File: src/rtl/spq_pkg.sv
`timescale 1ns / 1ps
// ----------------------------------------------------------------------------
// spq_pkg
// Shared types and constants for the sorted priority queue.
// ----------------------------------------------------------------------------
package spq_pkg;

    localparam int QUEUE_DEPTH = 16;
    localparam int IDX_W       = (QUEUE_DEPTH > 1) ? $clog2(QUEUE_DEPTH) : 1;
    localparam int CNT_W       = $clog2(QUEUE_DEPTH + 1);
    localparam int VAL_W       = 32;
    localparam int OCC_W       = 5;

    localparam logic MODE_INSERT = 1'b0;
    localparam logic MODE_POP    = 1'b1;

    typedef enum logic [1:0] {
        STAT_DONE  = 2'd0,
        STAT_FULL  = 2'd1,
        STAT_EMPTY = 2'd2
    } t_status;

    typedef enum logic [2:0] {
        ST_IDLE,
        ST_INS_RD,
        ST_INS_CMP,
        ST_INS_PUT,
        ST_POP_HEAD,
        ST_POP_RD,
        ST_POP_SH,
        ST_DONE
    } t_state;

    typedef enum logic {
        WR_KEY,
        WR_SHIFT
    } t_wr_sel;

    typedef struct packed {
        logic              load_key;
        logic              cap_head;
        logic [IDX_W-1:0]  rd_addr;
        logic              wr_en;
        logic [IDX_W-1:0]  wr_addr;
        t_wr_sel           wr_sel;
    } t_dp_ctl;

    typedef struct packed {
        logic              gt;
    } t_dp_stat;

    function automatic logic [OCC_W-1:0] to_occ(input logic [CNT_W-1:0] count);
        logic [31:0] wide;
        wide = 32'(count);
        return wide[OCC_W-1:0];
    endfunction

endpackage

File: src/rtl/spq_if.sv
`timescale 1ns / 1ps
// ----------------------------------------------------------------------------
// spq_in_if / spq_out_if
// Valid/ready channels for queue requests and results.
// ----------------------------------------------------------------------------
interface spq_in_if;
    logic        valid;
    logic        ready;
    logic        mode;
    logic [31:0] value;

    modport source (output valid, mode, value, input ready);
    modport sink   (input valid, mode, value, output ready);
endinterface

interface spq_out_if;
    logic        valid;
    logic        ready;
    logic [1:0]  status;
    logic [31:0] popped_value;
    logic        popped_valid;
    logic [4:0]  occupancy;

    modport source (output valid, status, popped_value, popped_valid, occupancy,
                    input ready);
    modport sink   (input valid, status, popped_value, popped_valid, occupancy,
                    output ready);
endinterface

File: src/rtl/spq_store.sv
`timescale 1ns / 1ps
// ----------------------------------------------------------------------------
// spq_store
// Sorted value store with registered read port and the shared signed compare.
// ----------------------------------------------------------------------------
module spq_store
    import spq_pkg::*;
(
    input  logic                    i_clk,
    input  t_dp_ctl                 i_ctl,
    input  logic signed [VAL_W-1:0] i_value,
    output t_dp_stat                o_stat,
    output logic signed [VAL_W-1:0] o_head
);

    logic signed [VAL_W-1:0] r_mem [QUEUE_DEPTH];
    logic signed [VAL_W-1:0] r_rd_data;
    logic signed [VAL_W-1:0] r_key;
    logic signed [VAL_W-1:0] r_head;
    logic signed [VAL_W-1:0] wr_data;

    assign wr_data = (i_ctl.wr_sel == WR_SHIFT) ? r_rd_data : r_key;

    always_ff @(posedge i_clk) begin
        if (i_ctl.wr_en) begin
            r_mem[i_ctl.wr_addr] <= wr_data;
        end
        r_rd_data <= r_mem[i_ctl.rd_addr];
    end

    always_ff @(posedge i_clk) begin
        if (i_ctl.load_key) begin
            r_key <= i_value;
        end
        if (i_ctl.cap_head) begin
            r_head <= r_rd_data;
        end
    end

    // shared compare: stored entry strictly above the key
    assign o_stat.gt = (r_rd_data > r_key);
    assign o_head    = r_head;

endmodule

File: src/rtl/spq_ctrl.sv
`timescale 1ns / 1ps
// ----------------------------------------------------------------------------
// spq_ctrl
// Sequencer that walks the store one entry at a time for insert and pop.
// ----------------------------------------------------------------------------
module spq_ctrl
    import spq_pkg::*;
(
    input  logic             i_clk,
    input  logic             i_rst_n,
    input  logic             i_valid,
    input  logic             i_mode,
    input  logic             i_out_free,
    input  t_dp_stat         i_stat,
    output logic             o_ready,
    output t_dp_ctl          o_ctl,
    output logic             o_done,
    output t_status          o_status,
    output logic             o_popped_valid,
    output logic [CNT_W-1:0] o_count
);

    t_state           r_state, n_state;
    logic [IDX_W-1:0] r_idx, n_idx;
    logic [CNT_W-1:0] r_count, n_count;
    t_status          r_status, n_status;
    logic             r_pvalid, n_pvalid;
    logic             accept;
    logic             is_full;
    logic [CNT_W:0]   idx_plus2;

    assign accept    = i_valid && (r_state == ST_IDLE);
    assign is_full   = (r_count == CNT_W'(QUEUE_DEPTH));
    assign idx_plus2 = (CNT_W+1)'(r_idx) + (CNT_W+1)'(2);

    always_comb begin
        n_state  = r_state;
        n_idx    = r_idx;
        n_count  = r_count;
        n_status = r_status;
        n_pvalid = r_pvalid;
        case (r_state)
            ST_IDLE: begin
                if (accept) begin
                    n_status = STAT_DONE;
                    n_pvalid = 1'b0;
                    if (i_mode == MODE_INSERT) begin
                        if (is_full) begin
                            n_status = STAT_FULL;
                            n_state  = ST_DONE;
                        end else begin
                            n_idx   = r_count[IDX_W-1:0];
                            n_state = (r_count == '0) ? ST_INS_PUT : ST_INS_RD;
                        end
                    end else begin
                        if (r_count == '0) begin
                            n_status = STAT_EMPTY;
                            n_state  = ST_DONE;
                        end else begin
                            n_state = ST_POP_HEAD;
                        end
                    end
                end
            end
            ST_INS_RD: begin
                n_state = ST_INS_CMP;
            end
            ST_INS_CMP: begin
                if (i_stat.gt) begin
                    n_idx   = r_idx - IDX_W'(1);
                    n_state = (r_idx == IDX_W'(1)) ? ST_INS_PUT : ST_INS_RD;
                end else begin
                    n_count = r_count + CNT_W'(1);
                    n_state = ST_DONE;
                end
            end
            ST_INS_PUT: begin
                n_count = r_count + CNT_W'(1);
                n_state = ST_DONE;
            end
            ST_POP_HEAD: begin
                n_pvalid = 1'b1;
                n_idx    = '0;
                if (r_count == CNT_W'(1)) begin
                    n_count = r_count - CNT_W'(1);
                    n_state = ST_DONE;
                end else begin
                    n_state = ST_POP_RD;
                end
            end
            ST_POP_RD: begin
                n_state = ST_POP_SH;
            end
            ST_POP_SH: begin
                n_idx = r_idx + IDX_W'(1);
                if (idx_plus2 < (CNT_W+1)'(r_count)) begin
                    n_state = ST_POP_RD;
                end else begin
                    n_count = r_count - CNT_W'(1);
                    n_state = ST_DONE;
                end
            end
            ST_DONE: begin
                if (i_out_free) begin
                    n_state = ST_IDLE;
                end
            end
            default: begin
                n_state = ST_IDLE;
            end
        endcase
    end

    always_comb begin
        o_ready        = (r_state == ST_IDLE);
        o_done         = 1'b0;
        o_ctl.load_key = accept;
        o_ctl.cap_head = 1'b0;
        o_ctl.rd_addr  = '0;
        o_ctl.wr_en    = 1'b0;
        o_ctl.wr_addr  = r_idx;
        o_ctl.wr_sel   = WR_KEY;
        case (r_state)
            ST_INS_RD: begin
                o_ctl.rd_addr = r_idx - IDX_W'(1);
            end
            ST_INS_CMP: begin
                o_ctl.wr_en  = 1'b1;
                o_ctl.wr_sel = i_stat.gt ? WR_SHIFT : WR_KEY;
            end
            ST_INS_PUT: begin
                o_ctl.wr_en = 1'b1;
            end
            ST_POP_HEAD: begin
                o_ctl.cap_head = 1'b1;
            end
            ST_POP_RD: begin
                o_ctl.rd_addr = r_idx + IDX_W'(1);
            end
            ST_POP_SH: begin
                o_ctl.wr_en  = 1'b1;
                o_ctl.wr_sel = WR_SHIFT;
            end
            ST_DONE: begin
                o_done = i_out_free;
            end
            default: begin
                o_done = 1'b0;
            end
        endcase
    end

    always_ff @(posedge i_clk) begin
        if (!i_rst_n) begin
            r_state  <= ST_IDLE;
            r_idx    <= '0;
            r_count  <= '0;
            r_status <= STAT_DONE;
            r_pvalid <= 1'b0;
        end else begin
            r_state  <= n_state;
            r_idx    <= n_idx;
            r_count  <= n_count;
            r_status <= n_status;
            r_pvalid <= n_pvalid;
        end
    end

    assign o_status       = r_status;
    assign o_popped_valid = r_pvalid;
    assign o_count        = r_count;

    a_count_bound: assert property (@(posedge i_clk) disable iff (!i_rst_n)
        r_count <= CNT_W'(QUEUE_DEPTH))
        else $error("entry count above depth");

    a_count_moves_at_end: assert property (@(posedge i_clk) disable iff (!i_rst_n)
        (r_count != $past(r_count)) |-> (r_state == ST_DONE || r_state == ST_IDLE))
        else $error("entry count changed mid operation");

    a_full_status: assert property (@(posedge i_clk) disable iff (!i_rst_n)
        (r_state == ST_DONE && r_status == STAT_FULL) |-> is_full)
        else $error("full status with free entries");

    a_empty_status: assert property (@(posedge i_clk) disable iff (!i_rst_n)
        (r_state == ST_DONE && r_status == STAT_EMPTY) |-> (r_count == '0 && !r_pvalid))
        else $error("empty status with stored entries");

    a_done_to_idle: assert property (@(posedge i_clk) disable iff (!i_rst_n)
        o_done |=> (r_state == ST_IDLE))
        else $error("sequencer did not return to idle");

endmodule

File: src/rtl/sorted_priority_queue_unit.sv
`timescale 1ns / 1ps
// ----------------------------------------------------------------------------
// sorted_priority_queue_unit
// Bounded ascending priority queue: insert keeps arrival order among equal
// values, pop removes the smallest value.
//
//   channel  | dir | payload                                          | accept
//   i_req    | in  | mode, value                                      | valid & ready
//   o_rsp    | out | status, popped_value, popped_valid, occupancy    | valid & ready
//
// insert: moves each larger entry up one slot from the tail, then writes the key;
// pop: captures the head and shifts the rest down; full insert or empty pop: status only
// each moved entry costs a registered read and a write of the store
// i_req.ready is high only while the sequencer is idle; a finished result
// waits in the output register while the next request is taken
// synchronous active-low reset empties the queue; stored values are not cleared
// ----------------------------------------------------------------------------
module sorted_priority_queue_unit
    import spq_pkg::*;
(
    input  logic       i_clk,
    input  logic       i_rst_n,
    spq_in_if.sink     i_req,
    spq_out_if.source  o_rsp
);

    t_dp_ctl                 dp_ctl;
    t_dp_stat                dp_stat;
    logic signed [VAL_W-1:0] head;
    logic                    out_free;
    logic                    done;
    t_status                 status;
    logic                    pvalid;
    logic [CNT_W-1:0]        count;

    logic                    r_out_valid;
    logic [1:0]              r_status;
    logic [VAL_W-1:0]        r_popped_value;
    logic                    r_popped_valid;
    logic [OCC_W-1:0]        r_occupancy;

    assign out_free = !r_out_valid || o_rsp.ready;

    spq_ctrl u_ctrl (
        .i_clk          (i_clk),
        .i_rst_n        (i_rst_n),
        .i_valid        (i_req.valid),
        .i_mode         (i_req.mode),
        .i_out_free     (out_free),
        .i_stat         (dp_stat),
        .o_ready        (i_req.ready),
        .o_ctl          (dp_ctl),
        .o_done         (done),
        .o_status       (status),
        .o_popped_valid (pvalid),
        .o_count        (count)
    );

    spq_store u_store (
        .i_clk   (i_clk),
        .i_ctl   (dp_ctl),
        .i_value (i_req.value),
        .o_stat  (dp_stat),
        .o_head  (head)
    );

    always_ff @(posedge i_clk) begin
        if (!i_rst_n) begin
            r_out_valid <= 1'b0;
        end else if (done) begin
            r_out_valid <= 1'b1;
        end else if (o_rsp.ready) begin
            r_out_valid <= 1'b0;
        end
    end

    always_ff @(posedge i_clk) begin
        if (done) begin
            r_status       <= status;
            r_popped_value <= pvalid ? head : '0;
            r_popped_valid <= pvalid;
            r_occupancy    <= to_occ(count);
        end
    end

    assign o_rsp.valid        = r_out_valid;
    assign o_rsp.status       = r_status;
    assign o_rsp.popped_value = r_popped_value;
    assign o_rsp.popped_valid = r_popped_valid;
    assign o_rsp.occupancy    = r_occupancy;

endmodule

File: src/flat_wrapper.sv
// flat-port wrapper written by rule: the top's interface ports become plain ports
module sorted_priority_queue_unit_flat import spq_pkg::*;
  (i_clk, i_rst_n, i_req_valid, i_req_mode, i_req_value, i_req_ready, o_rsp_valid, o_rsp_status, o_rsp_popped_value, o_rsp_popped_valid, o_rsp_occupancy, o_rsp_ready);
  spq_in_if i_req_i ();
  spq_out_if o_rsp_i ();
  input  logic i_clk;
  input  logic i_rst_n;
  input wire logic [$bits(i_req_i.valid)-1:0] i_req_valid;
  input wire logic [$bits(i_req_i.mode)-1:0] i_req_mode;
  input wire logic [$bits(i_req_i.value)-1:0] i_req_value;
  output wire logic [$bits(i_req_i.ready)-1:0] i_req_ready;
  output wire logic [$bits(o_rsp_i.valid)-1:0] o_rsp_valid;
  output wire logic [$bits(o_rsp_i.status)-1:0] o_rsp_status;
  output wire logic [$bits(o_rsp_i.popped_value)-1:0] o_rsp_popped_value;
  output wire logic [$bits(o_rsp_i.popped_valid)-1:0] o_rsp_popped_valid;
  output wire logic [$bits(o_rsp_i.occupancy)-1:0] o_rsp_occupancy;
  input wire logic [$bits(o_rsp_i.ready)-1:0] o_rsp_ready;
  assign i_req_i.valid = i_req_valid;
  assign i_req_i.mode = i_req_mode;
  assign i_req_i.value = i_req_value;
  assign i_req_ready = i_req_i.ready;
  assign o_rsp_valid = o_rsp_i.valid;
  assign o_rsp_status = o_rsp_i.status;
  assign o_rsp_popped_value = o_rsp_i.popped_value;
  assign o_rsp_popped_valid = o_rsp_i.popped_valid;
  assign o_rsp_occupancy = o_rsp_i.occupancy;
  assign o_rsp_i.ready = o_rsp_ready;
  sorted_priority_queue_unit u_core (.i_clk(i_clk), .i_rst_n(i_rst_n), .i_req(i_req_i), .o_rsp(o_rsp_i));
endmodule
File: config.mk
export PLATFORM = sky130hd
export DESIGN_NAME = sorted_priority_queue_unit_flat
export DESIGN_NICKNAME = d
export VERILOG_FILES = /design/src/rtl/spq_pkg.sv /design/src/rtl/spq_if.sv /design/src/rtl/spq_store.sv /design/src/rtl/spq_ctrl.sv /design/src/rtl/sorted_priority_queue_unit.sv /design/src/flat_wrapper.sv
export SDC_FILE = /design/constraint.sdc
export NUM_CORES = 1
export LEC_CHECK = 0
export BUFFER_PORTS_ARGS = -buffer_cell sky130_fd_sc_hd__buf_4
export CAP_MARGIN = 20
export CORE_MARGIN = 2
export CORE_UTILIZATION = 41
export DETAILED_ROUTE_END_ITERATION = 8
export HOLD_SLACK_MARGIN = 0.1
export PLACE_DENSITY = 0.62
export SLEW_MARGIN = 20
export SYNTH_ARGS = -nofsm -noshare
export SYNTH_HDL_FRONTEND = slang
export SYNTH_SLANG_ARGS = --single-unit
File: constraint.sdc
create_clock -name i_clk -period 5.2 [get_ports i_clk]
set_clock_uncertainty 0.05 [all_clocks]
set_input_delay 0.78 -clock i_clk [delete_from_list [all_inputs] [get_ports i_clk]]
set_output_delay 0.78 -clock i_clk [all_outputs]
set_load 0.02 [all_outputs]
==> impl_metrics.sql <==
INSERT INTO impl_metrics (metric_group, metric, value, unit) VALUES
('outcome', 'run_status', 'completed', ''),
('critical_path', 'worst_r2r_path_depth', '10', ''),
('synthesis', 'post_synth_inst_count', '1608', ''),
('global_routing', 'pin_count_of_the_biggest_net_entering_global_routing', '129', ''),
('timing', 'worst_slew_pin_slew', '1.04', 'ns'),
('die', 'die_w', '256', 'µm'),
('synthesis', 'muxShareOfSynthArea', '0.0713', ''),
('clock_tree', 'clkSlewWorstSetupHoldPaths', '0.07', 'ns'),
('critical_path', 'timing.rr.start', 'u_core.u_store.r_key[31]', ''),
('critical_path', 'critPathCapture', 'u_core.u_store.r_mem[10][31]', ''),
('synthesis', 'syn_avg_cell_area', '16.2', 'µm²'),
('timing', 'min_period_over_period', '0.761', ''),
('timing', 'hold_violations', '0', ''),
('critical_path', 'startpoint_kind_of_the_worst_setup_timing_path', 'flip-flop', ''),
('clock_tree', 'post_cts.resized_instances', '0', ''),
('cells_and_area', 'final_cell_area', '29800', 'µm²'),
('synthesis', 'synthSimpleGateAreaFrac', '0.0305', ''),
('synthesis', 'synthTopCellsByArea', 'edfxtp_1, mux2i_1, dfxtp_1, o22ai_1, a211oi_1', ''),
('synthesis', 'synthAdderAreaFrac', '0.0226', ''),
('clock_tree', 'cts_hold_buffers', '0', ''),
('timing', 'timing.final.ws_setup', '1.24', 'ns'),
('job', 'drv_cap', '0', ''),
('place', 'placed_area', '27700', 'µm²'),
('critical_path', 'crit_type', 'flip-flop to flip-flop', ''),
('drt', 'drt_first_iter_violations', '1140', ''),
('place', 'hpwlAfterDp', '32.1', 'mm'),
('synthesis', 'number_of_synthesized_register_bits', '664', ''),
('timing', 'fin_setup_tns', '0', 'ns'),
('place', 'detailedPlace.worstSlack', '1.33', 'ns'),
('critical_path', 'setup.worst_path.start', 'u_core.u_store.r_key[31]', ''),
('synthesis', 'synth.yosys.warnings', '0', ''),
('pwr', 'cellPowerDensity', '566', 'nW/µm²'),
('min_path', 'worst_hold_path_type', 'input port to flip-flop', ''),
('critical_path', 'worst_ep_arrival_time', '4.20', 'ns'),
('die', 'design.core.area', '62900', 'µm²'),
('drt', 'post_drt_via_cell_ratio', '5.56', ''),
('pwr', 'power_frac_clock', '0.276', ''),
('die', 'floorplan.die.height', '256', 'µm'),
('clock_tree', 'worstSkewPairLatency', '0.59', 'ns'),
('timing', 'slew_headroom', '0.307', ''),
('pwr', 'net-switching-power', '0.00548', 'W'),
('drt', 'wire_per_inst', '24.5', 'µm'),
('global_routing', 'wire_length_of_the_first_global_routing_pass', '92.0', 'mm'),
('clock_tree', 'postCtsSetupRepairBufs', '0', ''),
('pwr', 'p_seq_frac', '0.439', ''),
('pwr', 'power.share.switching', '0.325', ''),
('global_routing', 'gr-total-overflow', '0', ''),
('synthesis', 'synth_compound_gate_area_share', '0.102', ''),
('critical_path', 'required', '5.44', 'ns'),
('drt', 'firstDrtPassIters', '5', ''),
('synthesis', 'synth_top_area_share', '0.712', ''),
('pwr', 'p_int', '0.0114', 'W'),
('drt', 'routed_wirelength', '63.4', 'mm'),
('synthesis', 'synth.top_cells.by_count', 'edfxtp_1, a21oi_1, mux2i_1', ''),
('cells_and_area', 'final_net_count', '1774', ''),
('die', 'rows', '92', ''),
('pwr', 'p_leak', '9.75', 'nW'),
('synthesis', 'synth_enable_flop_cells', '616', ''),
('synthesis', 'yosys.area.top_type', 'edfxtp_1', ''),
('clock_tree', 'root_driver', 'clkbuf_16', ''),
('die', 'io_pins', '79', ''),
('timing', 'rsz0062_at_grt', 'false', ''),
('die', 'area_enclosed_by_the_die_boundary', '65400', 'µm²'),
('clock_tree', 'cts_inserted_buffers', '66', ''),
('min_path', 'timing.hold.worst_path_depth', '1', ''),
('synthesis', 'mappedNetlistArea', '26000', 'µm²'),
('place', 'io_buffers', '78', ''),
('clock_tree', 'sinks_on_the_clock_net', '664', ''),
('timing', 'layout_min_cycle_time', '3.96', 'ns'),
('synthesis', 'yosysUniqueCellTypes', '58', ''),
('critical_path', 'r2r_end', 'u_core.u_store.r_mem[10][31]', '');
-- per-layer routing --
metal  vias up  track usage  wire, µm
li1       6517            -         -
met1      7287        0.252     26800
met2       479        0.321     31200
met3        98       0.0304      3870
met4         0       0.0606      1530
met5         -            0         0
-- critical path, stage by stage (launching register included) --
cell and delay [ns]:
edfxtp_1 0.36, inv_1 0.05, ha_1 0.34, nand4_2 0.16, nor4_2 0.66, nand2_1 0.11, a31oi_1 0.32, a22oi_2 0.23
a21oi_4 0.18, buf_4 0.64, mux2_2 0.54
-- cell type report --
cell class              count  area, µm²
diodes                      1       2.50
clock inverters            21        220
inverters                  47        176
repair buffers            108        873
multi-input cells         803       6120
well taps                 846       1060
clock buffers              96       1880
fillers                  5360      33100
flip-flops and latches    664      19500
-- power by group through the flow --
stage / Clock [W] / Combinational [W] / Sequential (W)
detailed placement: 0 / 0.00478 / 0.00749
global route: 0.00493 / 0.00521 / 0.00744
floorplan: 0 / 0.00340 / 0.00733
CTS: 0.00473 / 0.00480 / 0.00738
finish: 0.00466 / 0.00480 / 0.00739
global placement: 0 / 0.00470 / 0.00748
-- per-stage QoR --
step | hold WS, ns | instances
6_report | 0.321 | 2586
5_1_grt | 0.306 | 2585
2_1_floorplan | 0.359 | 1608
3_5_place_dp | 0.374 | 2468
4_1_cts | 0.299 | 2585
3_3_place_gp | 0.373 | 2468
-- cell usage in the layout, fill, tap and decap left out, drive strengths merged, types with 42 or more instances in the layout --
cell	n
ha	47
edfxtp	616
mux2i	138
clkbuf	96
dfxtp	48
inv	47
a211oi	101
a21oi	151
o22ai	130
nand2	42
buf	108
-- registers in the layout (all words and copies together), names as in the netlist --
name	count
u_core.u_ctrl.o_status	2
u_core.u_ctrl.r_idx	4
u_core.u_store.o_head	32
u_core.o_rsp.popped_valid	1
u_core.o_rsp.occupancy	5
u_core.u_ctrl.o_count	5
u_core.u_ctrl.o_popped_valid	1
u_core.o_rsp.popped_value	32
u_core.u_store.r_mem	512
u_core.u_store.r_rd_data	32
u_core.o_rsp.valid	1
u_core.u_store.r_key	32
u_core.o_rsp.status	2
u_core.u_ctrl.r_state	3
-- how the worst min path moves through the flow --
stage / to / slack, ns / startpoint
finish: u_core.u_store.r_key[20] / 0.32 / i_req_value[20]
global route: u_core.u_store.r_key[27] / 0.31 / i_req_value[27]
CTS: u_core.u_store.r_key[20] / 0.30 / i_req_value[20]
detailed placement: u_core.o_rsp.status[1] / 0.37 / u_core.u_ctrl.o_status[1]
global placement: u_core.o_rsp.status[1] / 0.37 / u_core.u_ctrl.o_status[1]
floorplan: u_core.o_rsp.status[0] / 0.36 / u_core.u_ctrl.o_status[0]
-- cells by family (layout without fill, tap and decap cells) --
kind of cell / after synthesis / in the layout
flip-flops: 664 / 664
AO/OA/AOI/OAI: 423 / 423
multiplexers: 170 / 170
AND/OR/NAND/NOR: 155 / 155
buffers and inverters: 141 / 272
adder cells (fa/ha/maj): 47 / 47
XOR/XNOR: 8 / 8
other: 0 / 1
(Power assumes the default switching activity.)
